`src/hw/rtl/ess_pkg.sv`:
```
// ----------------------------------------------------------------------------
// ess_pkg
// Shared widths, timings, codes and divider request/response types for the
// engine start/stop sequencer.
// ----------------------------------------------------------------------------
package ess_pkg;

    localparam int TIME_BITS   = 32;
    localparam int AVG_SAMPLES = 20;
    localparam int SLOT_W      = $clog2(AVG_SAMPLES + 1);
    localparam int RPM_W       = 12;
    localparam int SUM_W       = RPM_W + $clog2(AVG_SAMPLES + 1);
    localparam int DVSR_W      = 13;

    typedef logic [TIME_BITS-1:0] time_t;

    localparam time_t CALL_CONFIRM  = TIME_BITS'(1000);
    localparam time_t FULL_CONFIRM  = TIME_BITS'(3000);
    localparam time_t PRECRANK_MS   = TIME_BITS'(1000);
    localparam time_t CRANK_TIMEOUT = TIME_BITS'(5000);
    localparam time_t SEQ_TIMEOUT   = TIME_BITS'(60000);
    localparam time_t MASTER_OFF_MS = TIME_BITS'(6000);
    localparam time_t STALE_MS      = TIME_BITS'(1500);
    localparam time_t RUN_CONFIRM   = TIME_BITS'(750);
    localparam time_t START_HOLD    = TIME_BITS'(1000);
    localparam time_t LOST_CONFIRM  = TIME_BITS'(3000);
    localparam time_t SAMPLE_MS     = TIME_BITS'(500);
    localparam logic [RPM_W-1:0] CRANK_RPM = RPM_W'(100);
    localparam logic [RPM_W-1:0] RPM_MAX   = RPM_W'(4095);

    localparam logic [DVSR_W-1:0] BLINK_SLOT  = DVSR_W'(500);
    localparam logic [DVSR_W-1:0] BLINK_PAUSE = DVSR_W'(1500);

    localparam logic [3:0] SEQ_WAIT     = 4'd0;
    localparam logic [3:0] SEQ_MDELAY   = 4'd1;
    localparam logic [3:0] SEQ_PRECRANK = 4'd2;
    localparam logic [3:0] SEQ_STARTING = 4'd3;
    localparam logic [3:0] SEQ_UNLRUN   = 4'd4;
    localparam logic [3:0] SEQ_LOADED   = 4'd5;
    localparam logic [3:0] SEQ_STOPUNL  = 4'd6;
    localparam logic [3:0] SEQ_STOPPING = 4'd7;
    localparam logic [3:0] SEQ_FAULT    = 4'd8;

    localparam logic [2:0] FLT_NONE      = 3'd0;
    localparam logic [2:0] FLT_STARTFAIL = 3'd2;
    localparam logic [2:0] FLT_LOST      = 3'd4;
    localparam logic [2:0] FLT_OVERSPEED = 3'd5;

    localparam logic [2:0] CAUSE_NONE     = 3'd0;
    localparam logic [2:0] CAUSE_PRESSURE = 3'd1;
    localparam logic [2:0] CAUSE_FAULT    = 3'd3;
    localparam logic [2:0] CAUSE_AUTO     = 3'd4;

    localparam logic [2:0] CFG_START_PULSE  = 3'd0;
    localparam logic [2:0] CFG_MASTER_DELAY = 3'd1;
    localparam logic [2:0] CFG_STOP_UNLOAD  = 3'd2;
    localparam logic [2:0] CFG_RUN_UNLOADED = 3'd3;
    localparam logic [2:0] CFG_START_RPM    = 3'd4;
    localparam logic [2:0] CFG_RUNNING_RPM  = 3'd5;
    localparam logic [2:0] CFG_OVERSPEED    = 3'd6;
    localparam logic [2:0] CFG_MAX_RPM      = 3'd7;

    typedef struct packed {
        logic                start;
        logic [TIME_BITS-1:0] dividend;
        logic [DVSR_W-1:0]   divisor;
    } div_req_t;

    typedef struct packed {
        logic                done;
        logic [TIME_BITS-1:0] quotient;
        logic [DVSR_W-1:0]   remainder;
    } div_rsp_t;

endpackage

```
`src/hw/rtl/engine_start_stop_sequencer.sv`:
```
// ----------------------------------------------------------------------------
// engine_start_stop_sequencer
// Millisecond-tick start/stop sequencer for an engine-driven compressor.
// ----------------------------------------------------------------------------
// Each input word is one millisecond tick and gives one output word. A tick
// that takes no rpm sample and has no fault code runs the front, sequencer
// step and output states; a sample tick adds the window sum (one stored
// sample per cycle, up to 20) and the average divide, and a tick with a fault
// adds the blink-phase divide. Both divides run on one bit-serial divider. A
// tick also holds in its output state while the previous output word waits
// for out_ready. The block takes no word while a tick is in work; it may take
// one while a finished word waits.
module engine_start_stop_sequencer (
    input  logic        clk,
    input  logic        rst_n,
    input  logic        cfg_we,
    input  logic [2:0]  cfg_index,
    input  logic [15:0] cfg_data,
    input  logic        in_valid,
    output logic        in_ready,
    input  logic        pressure_call,
    input  logic        auto_switch,
    input  logic        reset_button,
    input  logic        force_unload,
    input  logic        rpm_frame_valid,
    input  logic [15:0] rpm_value,
    input  logic        remote_cmd_valid,
    input  logic        remote_cmd_permit,
    output logic        out_valid,
    input  logic        out_ready,
    output logic        master_drive,
    output logic        start_stop_drive,
    output logic        unloader_drive,
    output logic        idle_drive,
    output logic        kill_drive,
    output logic        fault_lamp,
    output logic [3:0]  sequencer_state,
    output logic [2:0]  fault_kind,
    output logic [2:0]  stop_cause,
    output logic [11:0] average_rpm,
    output logic        engine_running,
    output logic        auto_permitted
);
    import ess_pkg::*;

    typedef enum logic [3:0] {
        ST_IDLE, ST_FRONT, ST_SUM, ST_AVG_GO, ST_AVG_WAIT,
        ST_SEQ, ST_LAMP_GO, ST_LAMP_WAIT, ST_OUT
    } state_t;

    typedef struct packed {
        logic  armed;
        time_t start;
        logic  hit;
    } hold_t;

    localparam int T_CALL = 0;
    localparam int T_FULL = 1;
    localparam int T_RUN  = 2;
    localparam int T_LOST = 3;
    localparam int T_CONF = 4;

    function automatic hold_t hold_f(input logic armed, input time_t start,
                                     input logic cond, input time_t now,
                                     input time_t len);
        hold_t r;
        r.armed = armed;
        r.start = start;
        r.hit   = 1'b0;
        if (!cond)
            r.armed = 1'b0;
        else
        begin
            if (!armed)
            begin
                r.armed = 1'b1;
                r.start = now;
            end
            r.hit = (now - r.start) >= len;
        end
        return r;
    endfunction

    state_t state_reg;

    // configuration
    logic [13:0] start_pulse_reg;
    logic [15:0] master_delay_reg, stop_unload_reg, run_unloaded_reg, max_rpm_reg;
    logic [11:0] start_rpm_reg, running_rpm_reg, overspeed_reg;

    // latched tick inputs
    logic        call_reg, autosw_reg, rstbtn_reg, force_reg, fvalid_reg;
    logic [15:0] rv_reg;
    logic        rcv_reg, rcp_reg;

    // sequencer state
    time_t       ms_time_reg, entry_reg, run_start_reg, pend_reg, pstart_reg;
    time_t       lft_reg, lst_reg;
    time_t       tst_reg [5];
    logic [4:0]  armed_reg;
    logic [3:0]  seq_reg;
    logic [2:0]  fault_reg, cause_reg;
    logic        pact_reg, kill_reg, seen_reg, last_auto_reg, permit_reg;
    logic        conf_call_reg, conf_full_reg, conf_run_reg, conf_crank_reg;
    logic [RPM_W-1:0] cur_reg, avg_reg;
    logic [RPM_W-1:0] samples [AVG_SAMPLES];
    logic [SLOT_W-1:0] slot_reg, fill_reg, idx_reg;
    logic [SUM_W-1:0] sum_reg;
    logic        lamp_reg;

    div_req_t div_req;
    div_rsp_t div_rsp;

    ess_div u_div (
        .clk   (clk),
        .rst_n (rst_n),
        .req   (div_req),
        .rsp   (div_rsp)
    );

    // ---------------- front of tick ----------------
    logic        f_permit, f_pact, f_present, f_due, f_seen;
    time_t       f_pend, f_lft;
    logic [RPM_W-1:0] f_cur;
    hold_t       h_run, h_call, h_full;

    always_comb
    begin
        f_permit = rcv_reg ? rcp_reg : permit_reg;
        f_pact   = pact_reg;
        f_pend   = pend_reg;
        if (pact_reg && ((ms_time_reg - pstart_reg) >= TIME_BITS'(start_pulse_reg)))
        begin
            f_pact = 1'b0;
            f_pend = ms_time_reg;
        end
        f_cur = cur_reg;
        f_lft = lft_reg;
        if (fvalid_reg && (rv_reg <= max_rpm_reg))
        begin
            f_cur = (rv_reg > 16'(RPM_MAX)) ? RPM_MAX : rv_reg[RPM_W-1:0];
            f_lft = ms_time_reg;
        end
        if ((ms_time_reg - f_lft) > STALE_MS)
            f_cur = '0;
        f_present = (f_cur >= running_rpm_reg) && ((ms_time_reg - f_lft) <= STALE_MS);
        h_run = hold_f(armed_reg[T_RUN], tst_reg[T_RUN], f_present, ms_time_reg,
                       RUN_CONFIRM);
        f_seen = 1'b1;
        if (seen_reg && autosw_reg && !last_auto_reg && !f_permit)
            f_permit = 1'b1;
        h_call = hold_f(armed_reg[T_CALL], tst_reg[T_CALL], call_reg, ms_time_reg,
                        CALL_CONFIRM);
        h_full = hold_f(armed_reg[T_FULL], tst_reg[T_FULL], !call_reg, ms_time_reg,
                        FULL_CONFIRM);
        f_due = (ms_time_reg - lst_reg) >= SAMPLE_MS;
    end

    // ---------------- sequencer step ----------------
    logic [3:0]  s_seq;
    logic [2:0]  s_fault, s_cause;
    logic        s_kill, s_pact, s_crank, s_arm_lost, s_arm_conf;
    time_t       s_entry, s_run_start, s_pstart, s_t_lost, s_t_conf;
    hold_t       h_lost, h_conf;
    logic        s_eff, s_fresh;

    always_comb
    begin
        s_seq       = seq_reg;
        s_fault     = fault_reg;
        s_cause     = cause_reg;
        s_kill      = kill_reg;
        s_pact      = pact_reg;
        s_crank     = conf_crank_reg;
        s_arm_lost  = armed_reg[T_LOST];
        s_arm_conf  = armed_reg[T_CONF];
        s_entry     = entry_reg;
        s_run_start = run_start_reg;
        s_pstart    = pstart_reg;
        s_t_lost    = tst_reg[T_LOST];
        s_t_conf    = tst_reg[T_CONF];
        s_eff       = autosw_reg && permit_reg;
        s_fresh     = (ms_time_reg - lft_reg) <= STALE_MS;
        h_lost      = '0;
        h_conf      = '0;
        if (rstbtn_reg)
        begin
            s_fault = FLT_NONE;
            s_kill  = 1'b0;
            s_cause = CAUSE_NONE;
            if (seq_reg == SEQ_FAULT)
            begin
                s_seq   = SEQ_WAIT;
                s_entry = ms_time_reg;
            end
        end
        if (!s_eff)
        begin
            s_cause    = CAUSE_AUTO;
            s_pact     = 1'b0;
            s_crank    = 1'b0;
            s_arm_conf = 1'b0;
            if (s_seq != SEQ_FAULT)
            begin
                s_seq   = SEQ_WAIT;
                s_entry = ms_time_reg;
            end
        end
        else
        begin
            h_lost = hold_f(s_arm_lost, s_t_lost,
                            ((s_seq == SEQ_UNLRUN) || (s_seq == SEQ_LOADED)) && !conf_run_reg,
                            ms_time_reg, LOST_CONFIRM);
            s_arm_lost = h_lost.armed;
            s_t_lost   = h_lost.start;
            if (h_lost.hit)
            begin
                s_fault = FLT_LOST;
                s_cause = CAUSE_FAULT;
                s_seq   = SEQ_FAULT;
                s_entry = ms_time_reg;
            end
            else
            begin
                unique case (s_seq)
                    SEQ_WAIT:
                    begin
                        s_cause    = CAUSE_NONE;
                        s_crank    = 1'b0;
                        s_arm_conf = 1'b0;
                        if (conf_run_reg)
                        begin
                            s_run_start = ms_time_reg;
                            s_seq       = SEQ_UNLRUN;
                            s_entry     = ms_time_reg;
                        end
                        else if (conf_call_reg && !force_reg)
                        begin
                            s_seq   = SEQ_MDELAY;
                            s_entry = ms_time_reg;
                        end
                    end
                    SEQ_MDELAY:
                    begin
                        if (conf_run_reg)
                        begin
                            s_run_start = ms_time_reg;
                            s_seq       = SEQ_UNLRUN;
                            s_entry     = ms_time_reg;
                        end
                        else if ((ms_time_reg - s_entry) >= TIME_BITS'(master_delay_reg))
                        begin
                            s_seq   = SEQ_PRECRANK;
                            s_entry = ms_time_reg;
                        end
                    end
                    SEQ_PRECRANK:
                    begin
                        if (conf_run_reg)
                        begin
                            s_run_start = ms_time_reg;
                            s_seq       = SEQ_UNLRUN;
                            s_entry     = ms_time_reg;
                        end
                        else if ((ms_time_reg - s_entry) >= PRECRANK_MS)
                        begin
                            s_crank    = 1'b0;
                            s_arm_conf = 1'b0;
                            s_pact     = 1'b1;
                            s_pstart   = ms_time_reg;
                            s_seq      = SEQ_STARTING;
                            s_entry    = ms_time_reg;
                        end
                    end
                    SEQ_STARTING:
                    begin
                        if (s_fresh && (cur_reg >= CRANK_RPM))
                            s_crank = 1'b1;
                        h_conf = hold_f(s_arm_conf, s_t_conf,
                                        s_fresh && (cur_reg >= start_rpm_reg),
                                        ms_time_reg, START_HOLD);
                        s_arm_conf = h_conf.armed;
                        s_t_conf   = h_conf.start;
                        if (h_conf.hit)
                        begin
                            s_run_start = ms_time_reg;
                            s_seq       = SEQ_UNLRUN;
                            s_entry     = ms_time_reg;
                        end
                        else if ((!s_crank && ((ms_time_reg - s_entry) >= CRANK_TIMEOUT))
                              || (s_crank && ((ms_time_reg - s_entry) >= SEQ_TIMEOUT)))
                        begin
                            s_fault = FLT_STARTFAIL;
                            s_cause = CAUSE_FAULT;
                            s_seq   = SEQ_FAULT;
                            s_entry = ms_time_reg;
                        end
                    end
                    SEQ_UNLRUN:
                    begin
                        if ((ms_time_reg - s_run_start) >= TIME_BITS'(run_unloaded_reg))
                        begin
                            s_seq   = SEQ_LOADED;
                            s_entry = ms_time_reg;
                        end
                    end
                    SEQ_LOADED:
                    begin
                        if (conf_full_reg)
                        begin
                            s_cause = CAUSE_PRESSURE;
                            s_seq   = SEQ_STOPUNL;
                            s_entry = ms_time_reg;
                        end
                    end
                    SEQ_STOPUNL:
                    begin
                        if (!conf_run_reg)
                        begin
                            s_seq   = SEQ_WAIT;
                            s_entry = ms_time_reg;
                        end
                        else if ((ms_time_reg - s_entry) >= TIME_BITS'(stop_unload_reg))
                        begin
                            s_pact   = 1'b1;
                            s_pstart = ms_time_reg;
                            s_seq    = SEQ_STOPPING;
                            s_entry  = ms_time_reg;
                        end
                    end
                    SEQ_STOPPING:
                    begin
                        if (!s_pact && ((ms_time_reg - pend_reg) >= MASTER_OFF_MS))
                        begin
                            s_seq   = SEQ_WAIT;
                            s_entry = ms_time_reg;
                        end
                    end
                    default:
                    begin
                    end
                endcase
            end
        end
    end

    // ---------------- divider requests and lamp phase ----------------
    logic [DVSR_W-1:0] blink_on;
    logic [DVSR_W+14:0] phase_prod;
    logic              avg_trip;

    always_comb
    begin
        blink_on = DVSR_W'({10'd0, fault_reg} * BLINK_SLOT);
        div_req.start    = (state_reg == ST_AVG_GO) || (state_reg == ST_LAMP_GO);
        div_req.dividend = (state_reg == ST_AVG_GO) ? TIME_BITS'(sum_reg) : ms_time_reg;
        div_req.divisor  = (state_reg == ST_AVG_GO) ? DVSR_W'(fill_reg)
                                                    : DVSR_W'(blink_on + BLINK_PAUSE);
        // floor(t / 250) by reciprocal, exact for the remainders seen here
        phase_prod = (DVSR_W+15)'(div_rsp.remainder) * (DVSR_W+15)'(16778);
        avg_trip   = (fill_reg >= SLOT_W'(AVG_SAMPLES))
                  && (div_rsp.quotient[RPM_W-1:0] >= overspeed_reg)
                  && (fault_reg != FLT_OVERSPEED);
    end

    // ---------------- output word ----------------
    logic o_eff, o_master, o_unload, o_idle, o_kill;

    always_comb
    begin
        o_eff    = autosw_reg && permit_reg;
        o_master = 1'b0;
        o_unload = force_reg;
        o_idle   = 1'b0;
        o_kill   = 1'b0;
        if (o_eff)
        begin
            unique case (seq_reg)
                SEQ_MDELAY:
                    o_master = 1'b1;
                SEQ_PRECRANK, SEQ_STARTING, SEQ_UNLRUN:
                begin
                    o_master = 1'b1;
                    o_unload = 1'b1;
                end
                SEQ_LOADED:
                begin
                    o_master = 1'b1;
                    o_idle   = force_reg;
                end
                SEQ_STOPUNL, SEQ_STOPPING:
                begin
                    o_master = 1'b1;
                    o_unload = 1'b1;
                    o_idle   = 1'b1;
                end
                SEQ_FAULT:
                begin
                    o_master = conf_run_reg && !kill_reg;
                    o_unload = conf_run_reg || force_reg;
                end
                default:
                begin
                end
            endcase
            if (kill_reg)
            begin
                o_kill   = 1'b1;
                o_unload = 1'b1;
            end
        end
    end

    assign in_ready = (state_reg == ST_IDLE);

    // configuration port
    always_ff @(posedge clk or negedge rst_n)
    begin
        if (!rst_n)
        begin
            start_pulse_reg  <= 14'd1250;
            master_delay_reg <= 16'd4000;
            stop_unload_reg  <= 16'd10000;
            run_unloaded_reg <= 16'd15000;
            start_rpm_reg    <= 12'd800;
            running_rpm_reg  <= 12'd400;
            overspeed_reg    <= 12'd3500;
            max_rpm_reg      <= 16'd4000;
        end
        else if (cfg_we)
        begin
            unique case (cfg_index)
                CFG_START_PULSE:  start_pulse_reg  <= cfg_data[13:0];
                CFG_MASTER_DELAY: master_delay_reg <= cfg_data;
                CFG_STOP_UNLOAD:  stop_unload_reg  <= cfg_data;
                CFG_RUN_UNLOADED: run_unloaded_reg <= cfg_data;
                CFG_START_RPM:    start_rpm_reg    <= cfg_data[11:0];
                CFG_RUNNING_RPM:  running_rpm_reg  <= cfg_data[11:0];
                CFG_OVERSPEED:    overspeed_reg    <= cfg_data[11:0];
                CFG_MAX_RPM:      max_rpm_reg      <= cfg_data;
                default:
                begin
                end
            endcase
        end
    end

    // sample window; every slot below the fill count has been written
    always_ff @(posedge clk)
    begin
        if ((state_reg == ST_FRONT) && f_due)
            samples[slot_reg] <= f_present ? f_cur : '0;
    end

    always_ff @(posedge clk)
    begin
        if (in_valid && in_ready)
        begin
            call_reg   <= pressure_call;
            autosw_reg <= auto_switch;
            rstbtn_reg <= reset_button;
            force_reg  <= force_unload;
            fvalid_reg <= rpm_frame_valid;
            rv_reg     <= rpm_value;
            rcv_reg    <= remote_cmd_valid;
            rcp_reg    <= remote_cmd_permit;
        end
    end

    always_ff @(posedge clk or negedge rst_n)
    begin
        if (!rst_n)
        begin
            state_reg      <= ST_IDLE;
            ms_time_reg    <= '0;
            entry_reg      <= '0;
            run_start_reg  <= '0;
            pend_reg       <= '0;
            pstart_reg     <= '0;
            lft_reg        <= '0;
            lst_reg        <= '0;
            for (int i = 0; i < 5; i++)
                tst_reg[i] <= '0;
            armed_reg      <= '0;
            seq_reg        <= SEQ_WAIT;
            fault_reg      <= FLT_NONE;
            cause_reg      <= CAUSE_NONE;
            pact_reg       <= 1'b0;
            kill_reg       <= 1'b0;
            seen_reg       <= 1'b0;
            last_auto_reg  <= 1'b0;
            permit_reg     <= 1'b1;
            conf_call_reg  <= 1'b0;
            conf_full_reg  <= 1'b0;
            conf_run_reg   <= 1'b0;
            conf_crank_reg <= 1'b0;
            cur_reg        <= '0;
            avg_reg        <= '0;
            slot_reg       <= '0;
            fill_reg       <= '0;
            idx_reg        <= '0;
            sum_reg        <= '0;
            lamp_reg       <= 1'b0;
            out_valid      <= 1'b0;
            master_drive     <= 1'b0;
            start_stop_drive <= 1'b0;
            unloader_drive   <= 1'b0;
            idle_drive       <= 1'b0;
            kill_drive       <= 1'b0;
            fault_lamp       <= 1'b0;
            sequencer_state  <= SEQ_WAIT;
            fault_kind       <= FLT_NONE;
            stop_cause       <= CAUSE_NONE;
            average_rpm      <= '0;
            engine_running   <= 1'b0;
            auto_permitted   <= 1'b1;
        end
        else
        begin
            // the output state reloads the word itself
            if (out_valid && out_ready && (state_reg != ST_OUT))
                out_valid <= 1'b0;
            unique case (state_reg)
                ST_IDLE:
                begin
                    if (in_valid)
                        state_reg <= ST_FRONT;
                end
                ST_FRONT:
                begin
                    permit_reg       <= f_permit;
                    pact_reg         <= f_pact;
                    pend_reg         <= f_pend;
                    cur_reg          <= f_cur;
                    lft_reg          <= f_lft;
                    armed_reg[T_RUN] <= h_run.armed;
                    tst_reg[T_RUN]   <= h_run.start;
                    conf_run_reg     <= h_run.hit;
                    seen_reg         <= f_seen;
                    last_auto_reg    <= autosw_reg;
                    armed_reg[T_CALL] <= h_call.armed;
                    tst_reg[T_CALL]  <= h_call.start;
                    conf_call_reg    <= h_call.hit;
                    armed_reg[T_FULL] <= h_full.armed;
                    tst_reg[T_FULL]  <= h_full.start;
                    conf_full_reg    <= h_full.hit;
                    if (f_due)
                    begin
                        lst_reg  <= ms_time_reg;
                        slot_reg <= (slot_reg == SLOT_W'(AVG_SAMPLES - 1))
                                    ? '0 : slot_reg + 1'b1;
                        if (fill_reg < SLOT_W'(AVG_SAMPLES))
                            fill_reg <= fill_reg + 1'b1;
                        sum_reg   <= '0;
                        idx_reg   <= '0;
                        state_reg <= ST_SUM;
                    end
                    else
                        state_reg <= ST_SEQ;
                end
                ST_SUM:
                begin
                    // accumulate one stored sample per cycle
                    sum_reg <= sum_reg + SUM_W'(samples[idx_reg]);
                    idx_reg <= idx_reg + 1'b1;
                    if (idx_reg == fill_reg - 1'b1)
                        state_reg <= ST_AVG_GO;
                end
                ST_AVG_GO:
                    state_reg <= ST_AVG_WAIT;
                ST_AVG_WAIT:
                begin
                    if (div_rsp.done)
                    begin
                        avg_reg <= div_rsp.quotient[RPM_W-1:0];
                        if (avg_trip)
                        begin
                            fault_reg <= FLT_OVERSPEED;
                            cause_reg <= CAUSE_FAULT;
                            kill_reg  <= 1'b1;
                            seq_reg   <= SEQ_FAULT;
                            entry_reg <= ms_time_reg;
                        end
                        state_reg <= ST_SEQ;
                    end
                end
                ST_SEQ:
                begin
                    seq_reg           <= s_seq;
                    fault_reg         <= s_fault;
                    cause_reg         <= s_cause;
                    kill_reg          <= s_kill;
                    pact_reg          <= s_pact;
                    conf_crank_reg    <= s_crank;
                    armed_reg[T_LOST] <= s_arm_lost;
                    armed_reg[T_CONF] <= s_arm_conf;
                    tst_reg[T_LOST]   <= s_t_lost;
                    tst_reg[T_CONF]   <= s_t_conf;
                    entry_reg         <= s_entry;
                    run_start_reg     <= s_run_start;
                    pstart_reg        <= s_pstart;
                    lamp_reg          <= 1'b0;
                    state_reg <= (s_fault == FLT_NONE) ? ST_OUT : ST_LAMP_GO;
                end
                ST_LAMP_GO:
                    state_reg <= ST_LAMP_WAIT;
                ST_LAMP_WAIT:
                begin
                    if (div_rsp.done)
                    begin
                        lamp_reg  <= (div_rsp.remainder < blink_on) && !phase_prod[22];
                        state_reg <= ST_OUT;
                    end
                end
                ST_OUT:
                begin
                    // hold until the previous word has left
                    if (!out_valid || out_ready)
                    begin
                        out_valid        <= 1'b1;
                        master_drive     <= o_master;
                        start_stop_drive <= o_eff && pact_reg;
                        unloader_drive   <= o_unload;
                        idle_drive       <= o_idle;
                        kill_drive       <= o_kill;
                        fault_lamp       <= lamp_reg;
                        sequencer_state  <= seq_reg;
                        fault_kind       <= fault_reg;
                        stop_cause       <= cause_reg;
                        average_rpm      <= avg_reg;
                        engine_running   <= conf_run_reg;
                        auto_permitted   <= permit_reg;
                        ms_time_reg      <= ms_time_reg + 1'b1;
                        state_reg        <= ST_IDLE;
                    end
                end
                default:
                    state_reg <= ST_IDLE;
            endcase
        end
    end

`ifndef SYNTHESIS
    a_accept_front: assert property (@(posedge clk) disable iff (!rst_n)
        in_valid && in_ready |=> state_reg == ST_FRONT)
        else $error("accepted word did not start a tick");
    a_div_done_wait: assert property (@(posedge clk) disable iff (!rst_n)
        div_rsp.done |-> (state_reg == ST_AVG_WAIT) || (state_reg == ST_LAMP_WAIT))
        else $error("divider finished outside a wait state");
    a_seq_next: assert property (@(posedge clk) disable iff (!rst_n)
        state_reg == ST_SEQ |=> (state_reg == ST_OUT) || (state_reg == ST_LAMP_GO))
        else $error("sequencer step went astray");
    a_kill_unload: assert property (@(posedge clk) disable iff (!rst_n)
        out_valid && kill_drive |-> unloader_drive)
        else $error("kill driven without unloader");
`endif

endmodule

```
`src/hw/rtl/ess_div.sv`:
```
// ----------------------------------------------------------------------------
// ess_div
// Restoring divider, one quotient bit per clock, shared by the rpm average
// and the fault lamp blink phase.
// ----------------------------------------------------------------------------
module ess_div (
    input  logic              clk,
    input  logic              rst_n,
    input  ess_pkg::div_req_t req,
    output ess_pkg::div_rsp_t rsp
);
    import ess_pkg::*;

    localparam int CNT_W = $clog2(TIME_BITS);

    logic                 busy_reg;
    logic                 done_reg;
    logic [CNT_W-1:0]     cnt_reg;
    logic [TIME_BITS-1:0] quo_reg;
    logic [DVSR_W-1:0]    rem_reg;
    logic [DVSR_W-1:0]    divisor_reg;
    logic [DVSR_W:0]      rem_shift;
    logic [DVSR_W-1:0]    rem_next;
    logic                 qbit;

    always_comb
    begin
        rem_shift = {rem_reg, quo_reg[TIME_BITS-1]};
        if (rem_shift >= {1'b0, divisor_reg})
        begin
            rem_next = DVSR_W'(rem_shift - {1'b0, divisor_reg});
            qbit     = 1'b1;
        end
        else
        begin
            rem_next = rem_shift[DVSR_W-1:0];
            qbit     = 1'b0;
        end
    end

    always_ff @(posedge clk or negedge rst_n)
    begin
        if (!rst_n)
        begin
            busy_reg    <= 1'b0;
            done_reg    <= 1'b0;
            cnt_reg     <= '0;
            quo_reg     <= '0;
            rem_reg     <= '0;
            divisor_reg <= '0;
        end
        else
        begin
            done_reg <= 1'b0;
            if (req.start)
            begin
                busy_reg    <= 1'b1;
                cnt_reg     <= '0;
                quo_reg     <= req.dividend;
                rem_reg     <= '0;
                divisor_reg <= req.divisor;
            end
            else if (busy_reg)
            begin
                rem_reg <= rem_next;
                quo_reg <= {quo_reg[TIME_BITS-2:0], qbit};
                cnt_reg <= cnt_reg + 1'b1;
                if (cnt_reg == CNT_W'(TIME_BITS - 1))
                begin
                    busy_reg <= 1'b0;
                    done_reg <= 1'b1;
                end
            end
        end
    end

    assign rsp.done      = done_reg;
    assign rsp.quotient  = quo_reg;
    assign rsp.remainder = rem_reg;

endmodule
```
`config.mk`:
```
export PLATFORM = sky130hd
export DESIGN_NAME = engine_start_stop_sequencer
export DESIGN_NICKNAME = d
export VERILOG_FILES = /design/src/hw/rtl/ess_pkg.sv /design/src/hw/rtl/engine_start_stop_sequencer.sv /design/src/hw/rtl/ess_div.sv
export SDC_FILE = /design/constraint.sdc
export NUM_CORES = 2
export LEC_CHECK = 0
export BUFFER_PORTS_ARGS = -buffer_cell sky130_fd_sc_hd__buf_2
export CORE_MARGIN = 1
export CORE_UTILIZATION = 50
export DETAILED_ROUTE_END_ITERATION = 10
export PLACE_DENSITY = 0.67
export SYNTH_ARGS = -nofsm -noshare
export SYNTH_HDL_FRONTEND = slang
export SYNTH_SLANG_ARGS = --single-unit
```
`constraint.sdc`:
```
create_clock -name clk -period 19.9 [get_ports clk]
set_input_delay 0 -clock clk [delete_from_list [all_inputs] [get_ports clk]]
set_output_delay 0 -clock clk [all_outputs]
set_load 0.005 [all_outputs]
```
==> impl_metrics.json <==
{
  "status": "finished clean",
  "tightest_slew_ps": 1220,
  "p_seq_share_pct": 27.4,
  "ys_top_cells_by_area": "dfrtp_1 (23%), edfxtp_1 (12%), ha_1 (11%)",
  "first_global_vias": 54700,
  "ys_warn_count": 0,
  "postSynthCellCount": 7386,
  "cts_tree": "done",
  "tns_ps": 0,
  "synth-async-reset-ratio_pct": 72.1,
  "wirelength_um": 210000,
  "pin_count": 79,
  "root_buffer": "clkbuf_16",
  "critPathMaxStageDelay_ps": 1000,
  "vias_per_cell": 6.23,
  "avgSynthCellArea_um2": 9.24,
  "first_pass_iters": 6,
  "grt-busiest-layer": "met2",
  "num_vias": 57900,
  "initial_utilization_pct": 50.4,
  "critPathArrivalTime_ps": 11580,
  "yosysUniqueCellTypes": 107,
  "largest_reg_flops": 240,
  "place_hpwl_um": 146000,
  "synth_most_common_cell": "nand2_1",
  "criticalPathCategory": "flip-flop to flip-flop",
  "multi_input_area_mm2": 0.0401,
  "fp-row-count": 135,
  "drt_iter0_drc": 5755,
  "power_density_mw_per_mm2": 121,
  "synth_nets": 8086,
  "hold_class": "primary input to flip-flop",
  "synth-seq-cells": 942,
  "setup_ws_ps": 8940,
  "final_max_slew_viol_count": 0,
  "clkLatencyLatePin_ps": 800,
  "grt_overflow": 0,
  "drv_cap": 0,
  "final-setup-viol-count": 0,
  "required_ps": 20510,
  "slowest_stage": "nand2b_1",
  "path_clk_slew_ps": 60,
  "die_width_um": 371,
  "endpoint_kind": "flip-flop",
  "total_power_mw": 9.11,
  "hold_viol": 0,
  "pre_cts_ws_ps": 9180,
  "io_buffers": 78,
  "synthTopCellsByCount": "nand2_1 (720), o21ai_0 (656), dfrtp_1 (635)",
  "ir_drop_mv": 0.119,
  "cts_max_path_buffers": 3,
  "clock_sinks": 942,
  "cts_buffers": 107,
  "fin_crit_sh_pct": 55.1,
  "p_clk_share_pct": 23.2,
  "grt.met2_usage_pct": 45.8,
  "htreeDepth": 3,
  "worst_hold_slack_ps": 144,
  "power_switching_share_pct": 41.2,
  "max_freq_mhz": 91.2,
  "dieHeight_um": 371,
  "grt_setup_unrepaired": "no",
  "drc": 0,
  "synth_largest_area_cell": "dfrtp_1",
  "synth_top_area_share_pct": 23.3,
  "dieArea_mm2": 0.138,
  "p_leak_nw": 33.3,
  "postCtsSetupRepairBufs": 0,
  "grt_max_degree": 159,
  "routabilityCongestion": 0.969,
  "grt_use_met1_pct": 43.4,
  "skew_ps": 102,
  "grt_pass1_wl_um": 323000,
  "antenna_found_initial": 5,
  "grtUsageMet3_pct": 4.30,
  "drive_gt1_share_pct": 10.7,
  "regArea_mm2": 0.0250,
  "syn_area_mm2": 0.0683,
  "nFillCells": 11900,
  "p_switching_mw": 3.75,
  "avgRoutedWirePerCell_um": 22.5,
  "nNetsFinal": 8116,
  "core_area_mm2": 0.135,
  "grt_usage_pct": 30.1,
  "post-route-min-period_ps": 10960,
  "ant_nets": 0,
  "synth_edf_count": 263,
  "worstSetupStartpointType": "flip-flop",
  "area_growth_pct": 10.1,
  "synth_ff_type": "dfrtp_1",
  "ys_seq_area_share_pct": 36.5,
  "slew-limit-headroom_pct": 18.6,
  "cp_max_fo": 67,
  "internal-power_mw": 5.36,
  "combPwrFrac_pct": 49.4
}
==> worst paths after layout <==
check	startpoint	to	slack [ps]	depth (start not counted)
worst max-delay path	rv_reg[1]$_DFFE_PP_	tst_reg[64]$_DFFE_PN0P_	8940	39
worst min-delay path	cfg_data[15]	stop_unload_reg[15]$_DFFE_PN0P_	140	4
worst max register to register	rv_reg[1]$_DFFE_PP_	tst_reg[64]$_DFFE_PN0P_	8940	39
worst min register to register	start_stop_drive$_DFFE_PN0P_	start_stop_drive$_DFFE_PN0P_	470	2
max in group asynchronous	rst_n	ms_time_reg[6]$_DFFE_PN0P_	15800	7
min in group asynchronous	rst_n	pend_reg[30]$_DFFE_PN0P_	390	3
==> per-layer routing <==
layer | vias to the layer above | wire length (um)
met3 | 375 | 14800
met5 | - | 0
met2 | 2030 | 91900
li1 | 27000 | -
met1 | 28400 | 95600
met4 | 0 | 7250
==> power groups by stage <==
stage / sequential (mW) / combinational (mW) / clock, mW
floorplan: 2.38 / 3.41 / 0
global placement: 2.52 / 4.33 / 0
detailed placement: 2.53 / 4.42 / 0
CTS: 2.49 / 4.47 / 2.15
global route: 2.52 / 5.05 / 2.22
finish: 2.49 / 4.50 / 2.12
==> final cells by class <==
class                           count  area share, %
Antenna cell                        3        0.00999
Clock buffer                      143           3.92
Clock inverter                     61           1.13
Inverter                          539           2.69
Multi-Input combinational cell   5564           53.4
Sequential cell                   942           33.3
Tap cell                         1781           2.96
Timing Repair Buffer              262           2.68
==> cell families (layout without fill, tap and decap cells) <==
logic type                 Yosys count  after routing  synth area share [%]
buffers and inverters              880           1005                  4.92
other                                0              3                     0
AOI/OAI and AO/OA                 2081           2081                  19.4
and+or+nand+nor                   2087           2087                  14.6
adders and majority gates          653            653                  12.4
DFF                                942            942                  36.5
muxes                              507            507                  9.15
xor gates and xnor gates           236            236                  3.03
==> layout by cell type (no fill, tap or decap), types with 79 or more instances in the layout <==
cell type	instances
nand2_1	718
o21ai_0	656
ha_1	617
dfrtp_1	598
inv_1	538
nor2_1	501
a21oi_1	455
edfxtp_1	263
mux2i_1	248
mux2_2	175
a21o_1	165
xnor2_1	152
nor3_1	130
nand3_1	122
clkbuf_16	107
buf_4	103
nand2b_1	97
nand4_1	91
o21a_1	86
xor2_1	84
dlygate4sd3_1	79
==> metrics by stage <==
| stage | cells | utilization, % | instance area, um^2 |
|---|---|---|---|
| after floorplan | 7386 | - | 68300 |
| after global placement | 9008 | 52.1 | 70500 |
| after detailed placement | 9008 | 52.1 | 70500 |
| after CTS | 9292 | 55.5 | 75200 |
| after global routing | 9292 | 55.5 | 75200 |
| final | 9295 | 55.5 | 75200 |
==> critical path, delay by kind of cell, from the launching register on <==
kind,cells,cell delay (ps)
AOI/OAI and AO/OA,21,4500
adders and majority gates,3,850
buffers and inverters,2,1090
DFF,1,400
muxes,1,420
and+or+nand+nor,12,3380
==> timing repair <==
item,CTS,global route
resized for setup,0,0
hold buffers,80,0
endpoints found under the hold margin,266,0
No activity file was read; power rests on OpenSTA's default activity.
